### src/rtl/core/tps_pkg.sv
// tps_pkg: shared constants, configuration and control types for the touch
// point calibration and smoothing block; no dependencies
package tps_pkg;

    // field widths
    localparam int RAW_W      = 12;
    localparam int PX_W       = 9;
    localparam int PY_W       = 8;
    localparam int CFG_IDX_W  = 3;
    localparam int CFG_DATA_W = 12;

    // default screen geometry
    localparam int SCREEN_WIDTH_DEF  = 320;
    localparam int SCREEN_HEIGHT_DEF = 240;

    // calibration reset values
    localparam logic [RAW_W-1:0] RAW_MIN_RST = 12'd200;
    localparam logic [RAW_W-1:0] RAW_MAX_RST = 12'd3800;

    // register indexes
    localparam logic [CFG_IDX_W-1:0] CFG_RAW_MIN_X = 3'd0;
    localparam logic [CFG_IDX_W-1:0] CFG_RAW_MAX_X = 3'd1;
    localparam logic [CFG_IDX_W-1:0] CFG_RAW_MIN_Y = 3'd2;
    localparam logic [CFG_IDX_W-1:0] CFG_RAW_MAX_Y = 3'd3;
    localparam logic [CFG_IDX_W-1:0] CFG_SWAP_AXES = 3'd4;
    localparam logic [CFG_IDX_W-1:0] CFG_MIRROR_X  = 3'd5;
    localparam logic [CFG_IDX_W-1:0] CFG_MIRROR_Y  = 3'd6;

    // divide by three as multiply by reciprocal, exact for values below 2^17
    localparam logic [15:0] DIV3_MUL   = 16'd43691;
    localparam int          DIV3_SHIFT = 17;

    typedef struct packed {
        logic [RAW_W-1:0] raw_min_x;
        logic [RAW_W-1:0] raw_max_x;
        logic [RAW_W-1:0] raw_min_y;
        logic [RAW_W-1:0] raw_max_y;
        logic             swap_axes;
        logic             mirror_x;
        logic             mirror_y;
    } t_cfg;

    typedef enum logic [2:0] {
        S_IDLE,
        S_MUL,
        S_DIV,
        S_MAP,
        S_POST
    } t_state;

    // controller to datapath
    typedef struct packed {
        logic in_ready;
        logic mul_load;
        logic div_step;
        logic map_load;
        logic post;
    } t_cmd;

    // datapath to controller
    typedef struct packed {
        logic in_valid;
        logic touched;
        logic out_free;
    } t_stat;

endpackage

### src/rtl/core/tps_in_if.sv
// tps_in_if: input channel carrying one touch controller poll per item
// depends on nothing
interface tps_in_if;
    logic        valid;
    logic        ready;
    logic        touched;
    logic [11:0] first_raw_x;
    logic [11:0] first_raw_y;
    logic [11:0] second_raw_x;
    logic [11:0] second_raw_y;

    modport source (
        output valid, touched, first_raw_x, first_raw_y, second_raw_x, second_raw_y,
        input  ready
    );
    modport sink (
        input  valid, touched, first_raw_x, first_raw_y, second_raw_x, second_raw_y,
        output ready
    );
endinterface

### src/rtl/core/tps_out_if.sv
// tps_out_if: output channel carrying one screen point per item
// depends on nothing
interface tps_out_if;
    logic       valid;
    logic       ready;
    logic [8:0] point_x;
    logic [7:0] point_y;
    logic       pressed;

    modport source (
        output valid, point_x, point_y, pressed,
        input  ready
    );
    modport sink (
        input  valid, point_x, point_y, pressed,
        output ready
    );
endinterface

### src/rtl/core/tps_cfg.sv
// tps_cfg: calibration and orientation registers behind a plain write port
// depends on tps_pkg
module tps_cfg (
    input  logic                              i_clk,
    input  logic                              i_rst_n,
    input  logic                              i_wen,
    input  logic [tps_pkg::CFG_IDX_W-1:0]     i_index,
    input  logic [tps_pkg::CFG_DATA_W-1:0]    i_wdata,
    output tps_pkg::t_cfg                     o_cfg
);

    tps_pkg::t_cfg r_cfg;
    tps_pkg::t_cfg n_cfg;

    // register decode, unknown indexes are dropped
    always_comb begin
        n_cfg = r_cfg;
        if (i_wen) begin
            case (i_index)
                tps_pkg::CFG_RAW_MIN_X: n_cfg.raw_min_x = i_wdata[tps_pkg::RAW_W-1:0];
                tps_pkg::CFG_RAW_MAX_X: n_cfg.raw_max_x = i_wdata[tps_pkg::RAW_W-1:0];
                tps_pkg::CFG_RAW_MIN_Y: n_cfg.raw_min_y = i_wdata[tps_pkg::RAW_W-1:0];
                tps_pkg::CFG_RAW_MAX_Y: n_cfg.raw_max_y = i_wdata[tps_pkg::RAW_W-1:0];
                tps_pkg::CFG_SWAP_AXES: n_cfg.swap_axes = i_wdata[0];
                tps_pkg::CFG_MIRROR_X:  n_cfg.mirror_x  = i_wdata[0];
                tps_pkg::CFG_MIRROR_Y:  n_cfg.mirror_y  = i_wdata[0];
                default: ;
            endcase
        end
    end

    always_ff @(posedge i_clk) begin
        if (!i_rst_n) begin
            r_cfg.raw_min_x <= tps_pkg::RAW_MIN_RST;
            r_cfg.raw_max_x <= tps_pkg::RAW_MAX_RST;
            r_cfg.raw_min_y <= tps_pkg::RAW_MIN_RST;
            r_cfg.raw_max_y <= tps_pkg::RAW_MAX_RST;
            r_cfg.swap_axes <= 1'b0;
            r_cfg.mirror_x  <= 1'b0;
            r_cfg.mirror_y  <= 1'b0;
        end else begin
            r_cfg <= n_cfg;
        end
    end

    assign o_cfg = r_cfg;

endmodule

### src/rtl/core/tps_div.sv
// tps_div: restoring unsigned divider, one quotient bit per step
// depends on nothing
module tps_div #(
    parameter int N = 21,
    parameter int D = 12
) (
    input  logic         i_clk,
    input  logic         i_load,
    input  logic         i_step,
    input  logic [N-1:0] i_dividend,
    input  logic [D-1:0] i_divisor,
    output logic [N-1:0] o_quotient
);

    logic [N-1:0] r_quo;
    logic [D-1:0] r_rem;
    logic [D-1:0] r_div;
    logic [D:0]   shifted;
    logic [D:0]   diff;
    logic         ge;

    // shift in the next dividend bit and try a subtract
    assign shifted = {r_rem, r_quo[N-1]};
    assign diff    = shifted - {1'b0, r_div};
    assign ge      = (shifted >= {1'b0, r_div});

    always_ff @(posedge i_clk) begin
        if (i_load) begin
            r_quo <= i_dividend;
            r_rem <= '0;
            r_div <= i_divisor;
        end else if (i_step) begin
            r_quo <= {r_quo[N-2:0], ge};
            r_rem <= ge ? diff[D-1:0] : shifted[D-1:0];
        end
    end

    assign o_quotient = r_quo;

endmodule

### src/rtl/core/tps_ctrl.sv
// tps_ctrl: sequencer for one poll: multiply, divide steps, map, commit;
// a released poll skips the divide steps and the map; depends on tps_pkg
module tps_ctrl #(
    parameter int STEPS = 21
) (
    input  logic           i_clk,
    input  logic           i_rst_n,
    input  tps_pkg::t_stat i_stat,
    output tps_pkg::t_cmd  o_cmd
);

    localparam int CW = $clog2(STEPS);

    tps_pkg::t_state r_state;
    tps_pkg::t_state n_state;
    logic [CW-1:0]   r_cnt;
    logic [CW-1:0]   n_cnt;
    logic            div_done;

    assign div_done = (r_cnt == CW'(STEPS - 1));

    // next state
    always_comb begin
        n_state = r_state;
        case (r_state)
            tps_pkg::S_IDLE: if (i_stat.in_valid) n_state = tps_pkg::S_MUL;
            tps_pkg::S_MUL:  n_state = i_stat.touched ? tps_pkg::S_DIV : tps_pkg::S_POST;
            tps_pkg::S_DIV:  if (div_done) n_state = tps_pkg::S_MAP;
            tps_pkg::S_MAP:  n_state = tps_pkg::S_POST;
            tps_pkg::S_POST: if (i_stat.out_free) n_state = tps_pkg::S_IDLE;
            default:         n_state = tps_pkg::S_IDLE;
        endcase
    end

    // divide step counter
    always_comb begin
        n_cnt = r_cnt;
        if (r_state == tps_pkg::S_MUL) begin
            n_cnt = '0;
        end else if (r_state == tps_pkg::S_DIV) begin
            n_cnt = r_cnt + 1'b1;
        end
    end

    // commands
    always_comb begin
        o_cmd = '0;
        case (r_state)
            tps_pkg::S_IDLE: o_cmd.in_ready = 1'b1;
            tps_pkg::S_MUL:  o_cmd.mul_load = 1'b1;
            tps_pkg::S_DIV:  o_cmd.div_step = 1'b1;
            tps_pkg::S_MAP:  o_cmd.map_load = 1'b1;
            tps_pkg::S_POST: o_cmd.post     = i_stat.out_free;
            default:         o_cmd = '0;
        endcase
    end

    always_ff @(posedge i_clk) begin
        if (!i_rst_n) begin
            r_state <= tps_pkg::S_IDLE;
            r_cnt   <= '0;
        end else begin
            r_state <= n_state;
            r_cnt   <= n_cnt;
        end
    end

endmodule

### src/rtl/core/tps_dpath.sv
// tps_dpath: averaging, calibration map with two divider lanes, mirror,
// clamp, smoothing and output register; depends on tps_pkg, tps_div, channels
module tps_dpath #(
    parameter int SCREEN_WIDTH  = tps_pkg::SCREEN_WIDTH_DEF,
    parameter int SCREEN_HEIGHT = tps_pkg::SCREEN_HEIGHT_DEF
) (
    input  logic           i_clk,
    input  logic           i_rst_n,
    input  tps_pkg::t_cfg  i_cfg,
    input  tps_pkg::t_cmd  i_cmd,
    output tps_pkg::t_stat o_stat,
    tps_in_if.sink         i_in,
    tps_out_if.source      o_out
);

    localparam int RW = tps_pkg::RAW_W;
    localparam int XW = $clog2(SCREEN_WIDTH);
    localparam int YW = $clog2(SCREEN_HEIGHT);
    localparam int MW = (XW > YW) ? XW : YW;
    localparam int DW = RW + MW;
    localparam int VW = DW + 2;
    localparam int PXW = tps_pkg::PX_W;
    localparam int PYW = tps_pkg::PY_W;

    localparam logic [XW-1:0]        TOP_X  = XW'(SCREEN_WIDTH - 1);
    localparam logic [YW-1:0]        TOP_Y  = YW'(SCREEN_HEIGHT - 1);
    localparam logic signed [VW-1:0] TOP_XV = VW'(SCREEN_WIDTH - 1);
    localparam logic signed [VW-1:0] TOP_YV = VW'(SCREEN_HEIGHT - 1);

    // input capture: average the two samples, swap if asked
    logic          accept;
    logic [RW:0]   sum_x, sum_y;
    logic [RW-1:0] avg_x, avg_y;
    logic          r_touched;
    logic [RW-1:0] r_sx, r_sy;

    assign i_in.ready = i_cmd.in_ready;
    assign accept     = i_cmd.in_ready & i_in.valid;
    assign sum_x      = {1'b0, i_in.first_raw_x} + {1'b0, i_in.second_raw_x};
    assign sum_y      = {1'b0, i_in.first_raw_y} + {1'b0, i_in.second_raw_y};
    assign avg_x      = sum_x[RW:1];
    assign avg_y      = sum_y[RW:1];

    always_ff @(posedge i_clk) begin
        if (accept) begin
            r_touched <= i_in.touched;
            r_sx      <= i_cfg.swap_axes ? avg_y : avg_x;
            r_sy      <= i_cfg.swap_axes ? avg_x : avg_y;
        end
    end

    // offset and span magnitudes, product feeds the dividers
    logic [RW-1:0]    lo_x, hi_x, lo_y, hi_y;
    logic [RW:0]      dif_x, dif_y, spn_x, spn_y;
    logic [RW:0]      ndif_x, ndif_y, nspn_x, nspn_y;
    logic [RW-1:0]    mdif_x, mdif_y, mspn_x, mspn_y;
    logic [RW+XW-1:0] prod_x;
    logic [RW+YW-1:0] prod_y;
    logic             r_neg_x, r_neg_y, r_zero_x, r_zero_y;
    logic [DW-1:0]    quo_x, quo_y;

    assign lo_x = i_cfg.swap_axes ? i_cfg.raw_min_y : i_cfg.raw_min_x;
    assign hi_x = i_cfg.swap_axes ? i_cfg.raw_max_y : i_cfg.raw_max_x;
    assign lo_y = i_cfg.swap_axes ? i_cfg.raw_min_x : i_cfg.raw_min_y;
    assign hi_y = i_cfg.swap_axes ? i_cfg.raw_max_x : i_cfg.raw_max_y;

    assign dif_x  = {1'b0, r_sx} - {1'b0, lo_x};
    assign dif_y  = {1'b0, r_sy} - {1'b0, lo_y};
    assign spn_x  = {1'b0, hi_x} - {1'b0, lo_x};
    assign spn_y  = {1'b0, hi_y} - {1'b0, lo_y};
    assign ndif_x = ~dif_x + 1'b1;
    assign ndif_y = ~dif_y + 1'b1;
    assign nspn_x = ~spn_x + 1'b1;
    assign nspn_y = ~spn_y + 1'b1;
    assign mdif_x = dif_x[RW] ? ndif_x[RW-1:0] : dif_x[RW-1:0];
    assign mdif_y = dif_y[RW] ? ndif_y[RW-1:0] : dif_y[RW-1:0];
    assign mspn_x = spn_x[RW] ? nspn_x[RW-1:0] : spn_x[RW-1:0];
    assign mspn_y = spn_y[RW] ? nspn_y[RW-1:0] : spn_y[RW-1:0];
    assign prod_x = mdif_x * TOP_X;
    assign prod_y = mdif_y * TOP_Y;

    always_ff @(posedge i_clk) begin
        if (i_cmd.mul_load) begin
            r_neg_x  <= dif_x[RW] ^ spn_x[RW];
            r_neg_y  <= dif_y[RW] ^ spn_y[RW];
            r_zero_x <= (spn_x == '0);
            r_zero_y <= (spn_y == '0);
        end
    end

    tps_div #(.N(DW), .D(RW)) u_div_x (
        .i_clk      (i_clk),
        .i_load     (i_cmd.mul_load),
        .i_step     (i_cmd.div_step),
        .i_dividend (DW'(prod_x)),
        .i_divisor  (mspn_x),
        .o_quotient (quo_x)
    );

    tps_div #(.N(DW), .D(RW)) u_div_y (
        .i_clk      (i_clk),
        .i_load     (i_cmd.mul_load),
        .i_step     (i_cmd.div_step),
        .i_dividend (DW'(prod_y)),
        .i_divisor  (mspn_y),
        .o_quotient (quo_y)
    );

    // sign, empty range, mirror and clamp to the screen
    logic signed [VW-1:0] q_x, q_y, v_x, v_y, m_x, m_y;
    logic [XW-1:0]        c_x, r_mx;
    logic [YW-1:0]        c_y, r_my;

    assign q_x = $signed(VW'(quo_x));
    assign q_y = $signed(VW'(quo_y));
    assign v_x = r_zero_x ? '0 : (r_neg_x ? -q_x : q_x);
    assign v_y = r_zero_y ? '0 : (r_neg_y ? -q_y : q_y);
    assign m_x = i_cfg.mirror_x ? (TOP_XV - v_x) : v_x;
    assign m_y = i_cfg.mirror_y ? (TOP_YV - v_y) : v_y;

    always_comb begin
        if (m_x < 0) begin
            c_x = '0;
        end else if (m_x > TOP_XV) begin
            c_x = TOP_X;
        end else begin
            c_x = m_x[XW-1:0];
        end
        if (m_y < 0) begin
            c_y = '0;
        end else if (m_y > TOP_YV) begin
            c_y = TOP_Y;
        end else begin
            c_y = m_y[YW-1:0];
        end
    end

    always_ff @(posedge i_clk) begin
        if (i_cmd.map_load) begin
            r_mx <= c_x;
            r_my <= c_y;
        end
    end

    // smoothing against the held point: x by 3/4 weight, y by 2/3 weight
    logic [XW+1:0]    smo_x;
    logic [YW+1:0]    smo_y;
    logic [YW+17:0]   div3_y;
    logic [XW-1:0]    new_x, r_held_x;
    logic [YW-1:0]    new_y, r_held_y;
    logic             r_active;

    assign smo_x  = {2'b00, r_held_x} + {1'b0, r_mx, 1'b0} + {2'b00, r_mx};
    assign smo_y  = {2'b00, r_held_y} + {1'b0, r_my, 1'b0};
    assign div3_y = smo_y * tps_pkg::DIV3_MUL;
    assign new_x  = r_active ? smo_x[XW+1:2] : r_mx;
    assign new_y  = r_active ? div3_y[tps_pkg::DIV3_SHIFT+YW-1:tps_pkg::DIV3_SHIFT] : r_my;

    // result selection, narrowed to the output field widths
    logic [XW-1:0]     res_x;
    logic [YW-1:0]     res_y;
    logic [XW+PXW-1:0] ext_x;
    logic [YW+PYW-1:0] ext_y;
    logic              r_out_valid;
    logic [PXW-1:0]    r_out_x;
    logic [PYW-1:0]    r_out_y;
    logic              r_out_pressed;

    assign res_x = r_touched ? new_x : r_held_x;
    assign res_y = r_touched ? new_y : r_held_y;
    assign ext_x = {{PXW{1'b0}}, res_x};
    assign ext_y = {{PYW{1'b0}}, res_y};

    // held point and touch tracking
    always_ff @(posedge i_clk) begin
        if (!i_rst_n) begin
            r_held_x <= '0;
            r_held_y <= '0;
            r_active <= 1'b0;
        end else if (i_cmd.post) begin
            r_held_x <= res_x;
            r_held_y <= res_y;
            r_active <= r_touched;
        end
    end

    // output register, frees the front end while a result waits
    always_ff @(posedge i_clk) begin
        if (!i_rst_n) begin
            r_out_valid <= 1'b0;
        end else if (i_cmd.post) begin
            r_out_valid <= 1'b1;
        end else if (o_out.ready) begin
            r_out_valid <= 1'b0;
        end
    end

    always_ff @(posedge i_clk) begin
        if (i_cmd.post) begin
            r_out_x       <= ext_x[PXW-1:0];
            r_out_y       <= ext_y[PYW-1:0];
            r_out_pressed <= r_touched;
        end
    end

    assign o_out.valid   = r_out_valid;
    assign o_out.point_x = r_out_x;
    assign o_out.point_y = r_out_y;
    assign o_out.pressed = r_out_pressed;

    // status
    assign o_stat.in_valid = i_in.valid;
    assign o_stat.touched  = r_touched;
    assign o_stat.out_free = ~r_out_valid | o_out.ready;

endmodule

### src/rtl/core/touch_point_calibrate_smooth_top.sv
// touch_point_calibrate_smooth_top: top level of the touch calibration block
// depends on tps_pkg, tps_in_if, tps_out_if, tps_cfg, tps_ctrl, tps_dpath
//
// Each input item is one touch controller poll and gives exactly one result
// item. A touched poll averages the two raw sample pairs, optionally swaps
// the axes, maps each axis from its calibrated raw range to pixels with a
// signed divide that truncates toward zero (an empty range maps to 0),
// optionally mirrors, clamps, and smooths against the held point; the first
// touched poll after a release loads the held point directly. A released
// poll returns the held point with pressed low. A touched poll passes
// through the multiply, the divide steps of the two restoring dividers,
// which resolve one quotient bit per cycle, the map and the commit; a
// released poll goes from the multiply straight to the commit. The
// result sits in an output register, so the next poll is taken while it
// waits; the block only stalls when a second result is ready before the
// first was taken. Configuration writes go through the plain write port;
// the user makes them only while idle; the block does not enforce this.
// point_x and point_y carry the low 9 and 8 bits of the pixel position.
module touch_point_calibrate_smooth_top #(
    parameter int SCREEN_WIDTH  = tps_pkg::SCREEN_WIDTH_DEF,
    parameter int SCREEN_HEIGHT = tps_pkg::SCREEN_HEIGHT_DEF
) (
    input  logic                           i_clk,
    input  logic                           i_rst_n,
    input  logic                           i_cfg_wen,
    input  logic [tps_pkg::CFG_IDX_W-1:0]  i_cfg_index,
    input  logic [tps_pkg::CFG_DATA_W-1:0] i_cfg_wdata,
    tps_in_if.sink                         i_in,
    tps_out_if.source                      o_out
);

    localparam int XW    = $clog2(SCREEN_WIDTH);
    localparam int YW    = $clog2(SCREEN_HEIGHT);
    localparam int STEPS = tps_pkg::RAW_W + ((XW > YW) ? XW : YW);

    tps_pkg::t_cfg  cfg;
    tps_pkg::t_cmd  cmd;
    tps_pkg::t_stat stat;

    // configuration registers
    tps_cfg u_cfg (
        .i_clk   (i_clk),
        .i_rst_n (i_rst_n),
        .i_wen   (i_cfg_wen),
        .i_index (i_cfg_index),
        .i_wdata (i_cfg_wdata),
        .o_cfg   (cfg)
    );

    // sequencer
    tps_ctrl #(.STEPS(STEPS)) u_ctrl (
        .i_clk   (i_clk),
        .i_rst_n (i_rst_n),
        .i_stat  (stat),
        .o_cmd   (cmd)
    );

    // datapath
    tps_dpath #(
        .SCREEN_WIDTH  (SCREEN_WIDTH),
        .SCREEN_HEIGHT (SCREEN_HEIGHT)
    ) u_dpath (
        .i_clk   (i_clk),
        .i_rst_n (i_rst_n),
        .i_cfg   (cfg),
        .i_cmd   (cmd),
        .o_stat  (stat),
        .i_in    (i_in),
        .o_out   (o_out)
    );

endmodule
### src/flat_wrapper.sv
// flat-port wrapper written by rule: the top's interface ports become plain ports
module touch_point_calibrate_smooth_top_flat 
#(
    parameter int SCREEN_WIDTH  = tps_pkg::SCREEN_WIDTH_DEF,
    parameter int SCREEN_HEIGHT = tps_pkg::SCREEN_HEIGHT_DEF
)
  (i_clk, i_rst_n, i_cfg_wen, i_cfg_index, i_cfg_wdata, i_in_valid, i_in_touched, i_in_first_raw_x, i_in_first_raw_y, i_in_second_raw_x, i_in_second_raw_y, i_in_ready, o_out_valid, o_out_point_x, o_out_point_y, o_out_pressed, o_out_ready);
  tps_in_if i_in_i ();
  tps_out_if o_out_i ();
  input  logic i_clk;
  input  logic i_rst_n;
  input  logic i_cfg_wen;
  input  logic [tps_pkg::CFG_IDX_W-1:0] i_cfg_index;
  input  logic [tps_pkg::CFG_DATA_W-1:0] i_cfg_wdata;
  input wire logic [$bits(i_in_i.valid)-1:0] i_in_valid;
  input wire logic [$bits(i_in_i.touched)-1:0] i_in_touched;
  input wire logic [$bits(i_in_i.first_raw_x)-1:0] i_in_first_raw_x;
  input wire logic [$bits(i_in_i.first_raw_y)-1:0] i_in_first_raw_y;
  input wire logic [$bits(i_in_i.second_raw_x)-1:0] i_in_second_raw_x;
  input wire logic [$bits(i_in_i.second_raw_y)-1:0] i_in_second_raw_y;
  output wire logic [$bits(i_in_i.ready)-1:0] i_in_ready;
  output wire logic [$bits(o_out_i.valid)-1:0] o_out_valid;
  output wire logic [$bits(o_out_i.point_x)-1:0] o_out_point_x;
  output wire logic [$bits(o_out_i.point_y)-1:0] o_out_point_y;
  output wire logic [$bits(o_out_i.pressed)-1:0] o_out_pressed;
  input wire logic [$bits(o_out_i.ready)-1:0] o_out_ready;
  assign i_in_i.valid = i_in_valid;
  assign i_in_i.touched = i_in_touched;
  assign i_in_i.first_raw_x = i_in_first_raw_x;
  assign i_in_i.first_raw_y = i_in_first_raw_y;
  assign i_in_i.second_raw_x = i_in_second_raw_x;
  assign i_in_i.second_raw_y = i_in_second_raw_y;
  assign i_in_ready = i_in_i.ready;
  assign o_out_valid = o_out_i.valid;
  assign o_out_point_x = o_out_i.point_x;
  assign o_out_point_y = o_out_i.point_y;
  assign o_out_pressed = o_out_i.pressed;
  assign o_out_i.ready = o_out_ready;
  touch_point_calibrate_smooth_top #(.SCREEN_WIDTH(SCREEN_WIDTH), .SCREEN_HEIGHT(SCREEN_HEIGHT)) u_core (.i_clk(i_clk), .i_rst_n(i_rst_n), .i_cfg_wen(i_cfg_wen), .i_cfg_index(i_cfg_index), .i_cfg_wdata(i_cfg_wdata), .i_in(i_in_i), .o_out(o_out_i));
endmodule
### config.mk
export PLATFORM = sky130hd
export DESIGN_NAME = touch_point_calibrate_smooth_top_flat
export DESIGN_NICKNAME = d
export VERILOG_FILES = /design/src/rtl/core/tps_pkg.sv /design/src/rtl/core/tps_in_if.sv /design/src/rtl/core/tps_out_if.sv /design/src/rtl/core/tps_cfg.sv /design/src/rtl/core/tps_div.sv /design/src/rtl/core/tps_ctrl.sv /design/src/rtl/core/tps_dpath.sv /design/src/rtl/core/touch_point_calibrate_smooth_top.sv /design/src/flat_wrapper.sv
export SDC_FILE = /design/constraint.sdc
export NUM_CORES = 1
export LEC_CHECK = 0
export BUFFER_PORTS_ARGS = -buffer_cell sky130_fd_sc_hd__buf_2
export CORE_ASPECT_RATIO = 0.6
export CORE_MARGIN = 2
export CORE_UTILIZATION = 65
export DETAILED_ROUTE_END_ITERATION = 8
export HOLD_SLACK_MARGIN = 0.03
export PLACE_DENSITY = 0.83
export SLEW_MARGIN = 30
export SYNTH_ARGS = -nofsm -noshare
export SYNTH_HDL_FRONTEND = slang
export SYNTH_SLANG_ARGS = --single-unit
### constraint.sdc
create_clock -name i_clk -period 25.5 [get_ports i_clk]
set_input_delay 3.825 -clock i_clk [delete_from_list [all_inputs] [get_ports i_clk]]
set_output_delay 3.825 -clock i_clk [all_outputs]
set_load 0.01 [all_outputs]
==> flow_summary.yaml <==
final_layout:
  final_common_cell: "inv_1"
  fin_area_um2: 25800
  drive_gt1_frac: 0.0897
  layout_common_cells: "inv_1, ha_1, nand2_1"
  n_fill_cell: 2735
  seq_area_um2: 5940
  multi_input_area_um2: 16600
  area_growth_pct: 7.29
  diodes: 0
  final_nets: 3264
yosys:
  synth_edf_count: 129
  synthDistinctLibCells: 87
  syn_avg_cell_area_um2: 8.76
  syn_area_um2: 24100
  syn-instance-count: 2748
  synth_top_cell_area_share: 0.161
  synth_nets: 3222
  ys_warn_count: 0
  synth_flop_cell: "edfxtp_1"
  ys_ff_latch: 232
  yosys.area.top_type: "edfxtp_1"
  async_flop_share: 0
  yosysSeqAreaShare: 0.247
  synth_area_leaders: "edfxtp_1, ha_1, fa_1"
floorplanning:
  die_w_um: 252
  die-height_um: 153
  io_pins: 89
  core_area_um2: 36400
  die_area_um2: 38600
  initial_core_util: 0.661
  rows: 54
route:
  vias: 20000
  ant_nets: 0
  first_pass_iters: 6
  drtIter0Drc: 1781
  drc: 0
  via_per_inst: 6.08
  wl_per_cell_um: 17.9
  routed_wl_mm: 58.8
worst_setup_path:
  cp.required_ns: 25.76
  critical_path.most_common_cell: "fa_1"
  cp_slowest_cell: "buf_4"
  cp-start-kind: "flip-flop"
  slowest_delay_ns: 0.68
  path_buf_inv: 3
  crit_family: "adder cells"
  cp_max_fo: 65
  arrival_ns: 9.06
  endpoint_kind: "flip-flop"
  worstSetupPathType: "reg -> reg"
clocking:
  hold_buffers: 0
  clkLatencyLatePin_ns: 0.54
  h-tree-depth: 1
  root_buffer: "clkbuf_16"
  cts-resized-gates: 0
  clkSinkCount: 232
  cts_tree: "yes"
  cts-buffers-inserted: 25
  postCtsSetupBuffers: 0
  clockBufferDepth: 3
  path_clk_slew_ns: 0.07
timing:
  finClkSkew_ns: 0.0189
  max_slew_margin: 0.368
  drv_slew: 0
  min_period_ns: 8.80
  worst_slew_pin_slew_ns: 0.947
  final.setup.tns_ns: 0
  rsz0062_at_grt: "false"
  finalSetupViolations: 0
  fmax_mhz: 114
  hold_ws_ns: 0.475
  finalCritPeriodShare: 0.345
  hold_violations: 0
placement:
  gp_congestion: 0.950
  portBuffers: 88
  dp.final_hpwl_mm: 46.5
  place_area_um2: 24900
global_route:
  grt_start_max_net_pins: 67
  grt_pass1_vias: 19500
  grt_pass1_wl_mm: 97.2
  grt_antenna_before_repair: 1
  grt_usage: 0.306
  gr-total-overflow: 0
outcome:
  outcome: "complete, no violations"
flow_run:
  maxCapViolations: 0
hold_path:
  hp-class: "reg -> reg"
[stage by stage]
stage	setup WS (ns)	util	std cells
6_report	16.70	0.709	3284
3_5_place_dp	16.63	0.684	3239
2_1_floorplan	17.50	-	2748
5_1_grt	16.12	0.709	3284
3_3_place_gp	17.08	0.684	3239
4_1_cts	16.63	0.709	3284
[metal layers]
metal | track usage | share of wire | up-vias | wire [um]
li1 | - | - | 9617 | -
met1 | 0.448 | 0.46 | 9467 | 27100
met2 | 0.467 | 0.43 | 772 | 25100
met3 | 0.0533 | 0.083 | 109 | 4900
met4 | 0.0842 | 0.028 | 2 | 1620
met5 | 0 | 0.00022 | - | 13
[state kept, by name, indices dropped and copies added, names as in the netlist, 3 cells and up]
| name | count |
|---|---|
| u_core.u_cfg.o_cfg | 51 |
| u_core.u_dpath.u_div_x.o_quotient | 21 |
| u_core.u_dpath.u_div_y.o_quotient | 21 |
| u_core.u_dpath.r_sx | 12 |
| u_core.u_dpath.r_sy | 12 |
| u_core.u_dpath.u_div_x.r_div | 12 |
| u_core.u_dpath.u_div_x.r_rem | 12 |
| u_core.u_dpath.u_div_y.r_div | 12 |
| u_core.u_dpath.u_div_y.r_rem | 12 |
| u_core.u_dpath.o_out.point_x | 9 |
| u_core.u_dpath.r_held_x | 9 |
| u_core.u_dpath.r_mx | 9 |
| u_core.u_dpath.o_out.point_y | 8 |
| u_core.u_dpath.r_held_y | 8 |
| u_core.u_dpath.r_my | 8 |
| u_core.u_ctrl.r_cnt | 5 |
| u_core.u_ctrl.r_state | 3 |
[path summary, 6_finish.rpt]
kind / startpoint / end / slack, ns / cells past startpoint
min reg2reg: u_core.u_cfg.o_cfg[11]$_SDFFE_PN0P_ / u_core.u_cfg.o_cfg[11]$_SDFFE_PN0P_ / 0.48 / 2
min: u_core.u_cfg.o_cfg[11]$_SDFFE_PN0P_ / u_core.u_cfg.o_cfg[11]$_SDFFE_PN0P_ / 0.48 / 2
max reg2reg: u_core.u_cfg.o_cfg[2]$_SDFFE_PN0P_ / u_core.u_dpath.u_div_y.o_quotient[19]$_DFFE_PP_ / 16.70 / 25
max: u_core.u_cfg.o_cfg[2]$_SDFFE_PN0P_ / u_core.u_dpath.u_div_y.o_quotient[19]$_DFFE_PP_ / 16.70 / 25
[worst register-to-register path, stage by stage, from the launching register on]
cell and delay, ns:
dfxtp_2 0.38, buf_4 0.68, mux2i_1 0.64, ha_1 0.33, nor2b_1 0.12, o21ai_0 0.30
a21boi_0 0.21, o31ai_1 0.48, a21boi_0 0.67, or3_1 0.24, nand2_1 0.07, xnor2_1 0.62
fa_1 0.56, fa_1 0.54, inv_1 0.07, fa_1 0.50, fa_1 0.55, inv_1 0.04
ha_1 0.30, or2_2 0.30, a21oi_1 0.18, a31o_2 0.18, o2111ai_1 0.14, a21oi_1 0.19
xnor2_1 0.14, o21ai_0 0.09
[synthesized netlist by cell type (8+ instances only)]
cell      instances
a211oi_1         20
a21boi_0         17
a21o_1           38
a21oi_1         185
a31o_2           10
a31oi_1          18
and2_1           14
and3_1           14
buf_1            17
clkbuf_1         74
dfxtp_1         103
edfxtp_1        129
fa_1            129
ha_1            276
inv_1           325
mux2_2           51
mux2i_1          65
nand2_1         263
nand2b_1         31
nand3_1          60
nand4_1          20
nor2_1          195
nor2b_1          41
nor3_1           50
nor3b_1          13
nor4_1           11
o211ai_1         14
o21a_1           12
o21ai_0         129
o21bai_1         19
o22ai_1           8
o31ai_1          27
o41ai_1          11
or2_2            14
or3_1            29
or4_1            13
xnor2_1         128
xor2_1           75
[layout make-up]
type / instances / area share
clock inverters: 10 / 0.00363
well taps: 476 / 0.0231
repair buffers: 107 / 0.0226
clock buffers: 35 / 0.0310
flip-flops and latches: 232 / 0.230
multi-input cells: 2097 / 0.642
inverters: 327 / 0.0475
[cell families after synthesis]
kind of cell / Yosys count / share of synthesized area
xor+xnor: 204 / 0.0745
simple gates: 807 / 0.163
compound gates: 564 / 0.148
fa+ha+maj: 405 / 0.251
buf+inv: 419 / 0.0654
mux: 117 / 0.0514
flops: 232 / 0.247
Power is not shown: default switching activity piles up to over one toggle a cycle in this logic, so the estimate is an artifact.
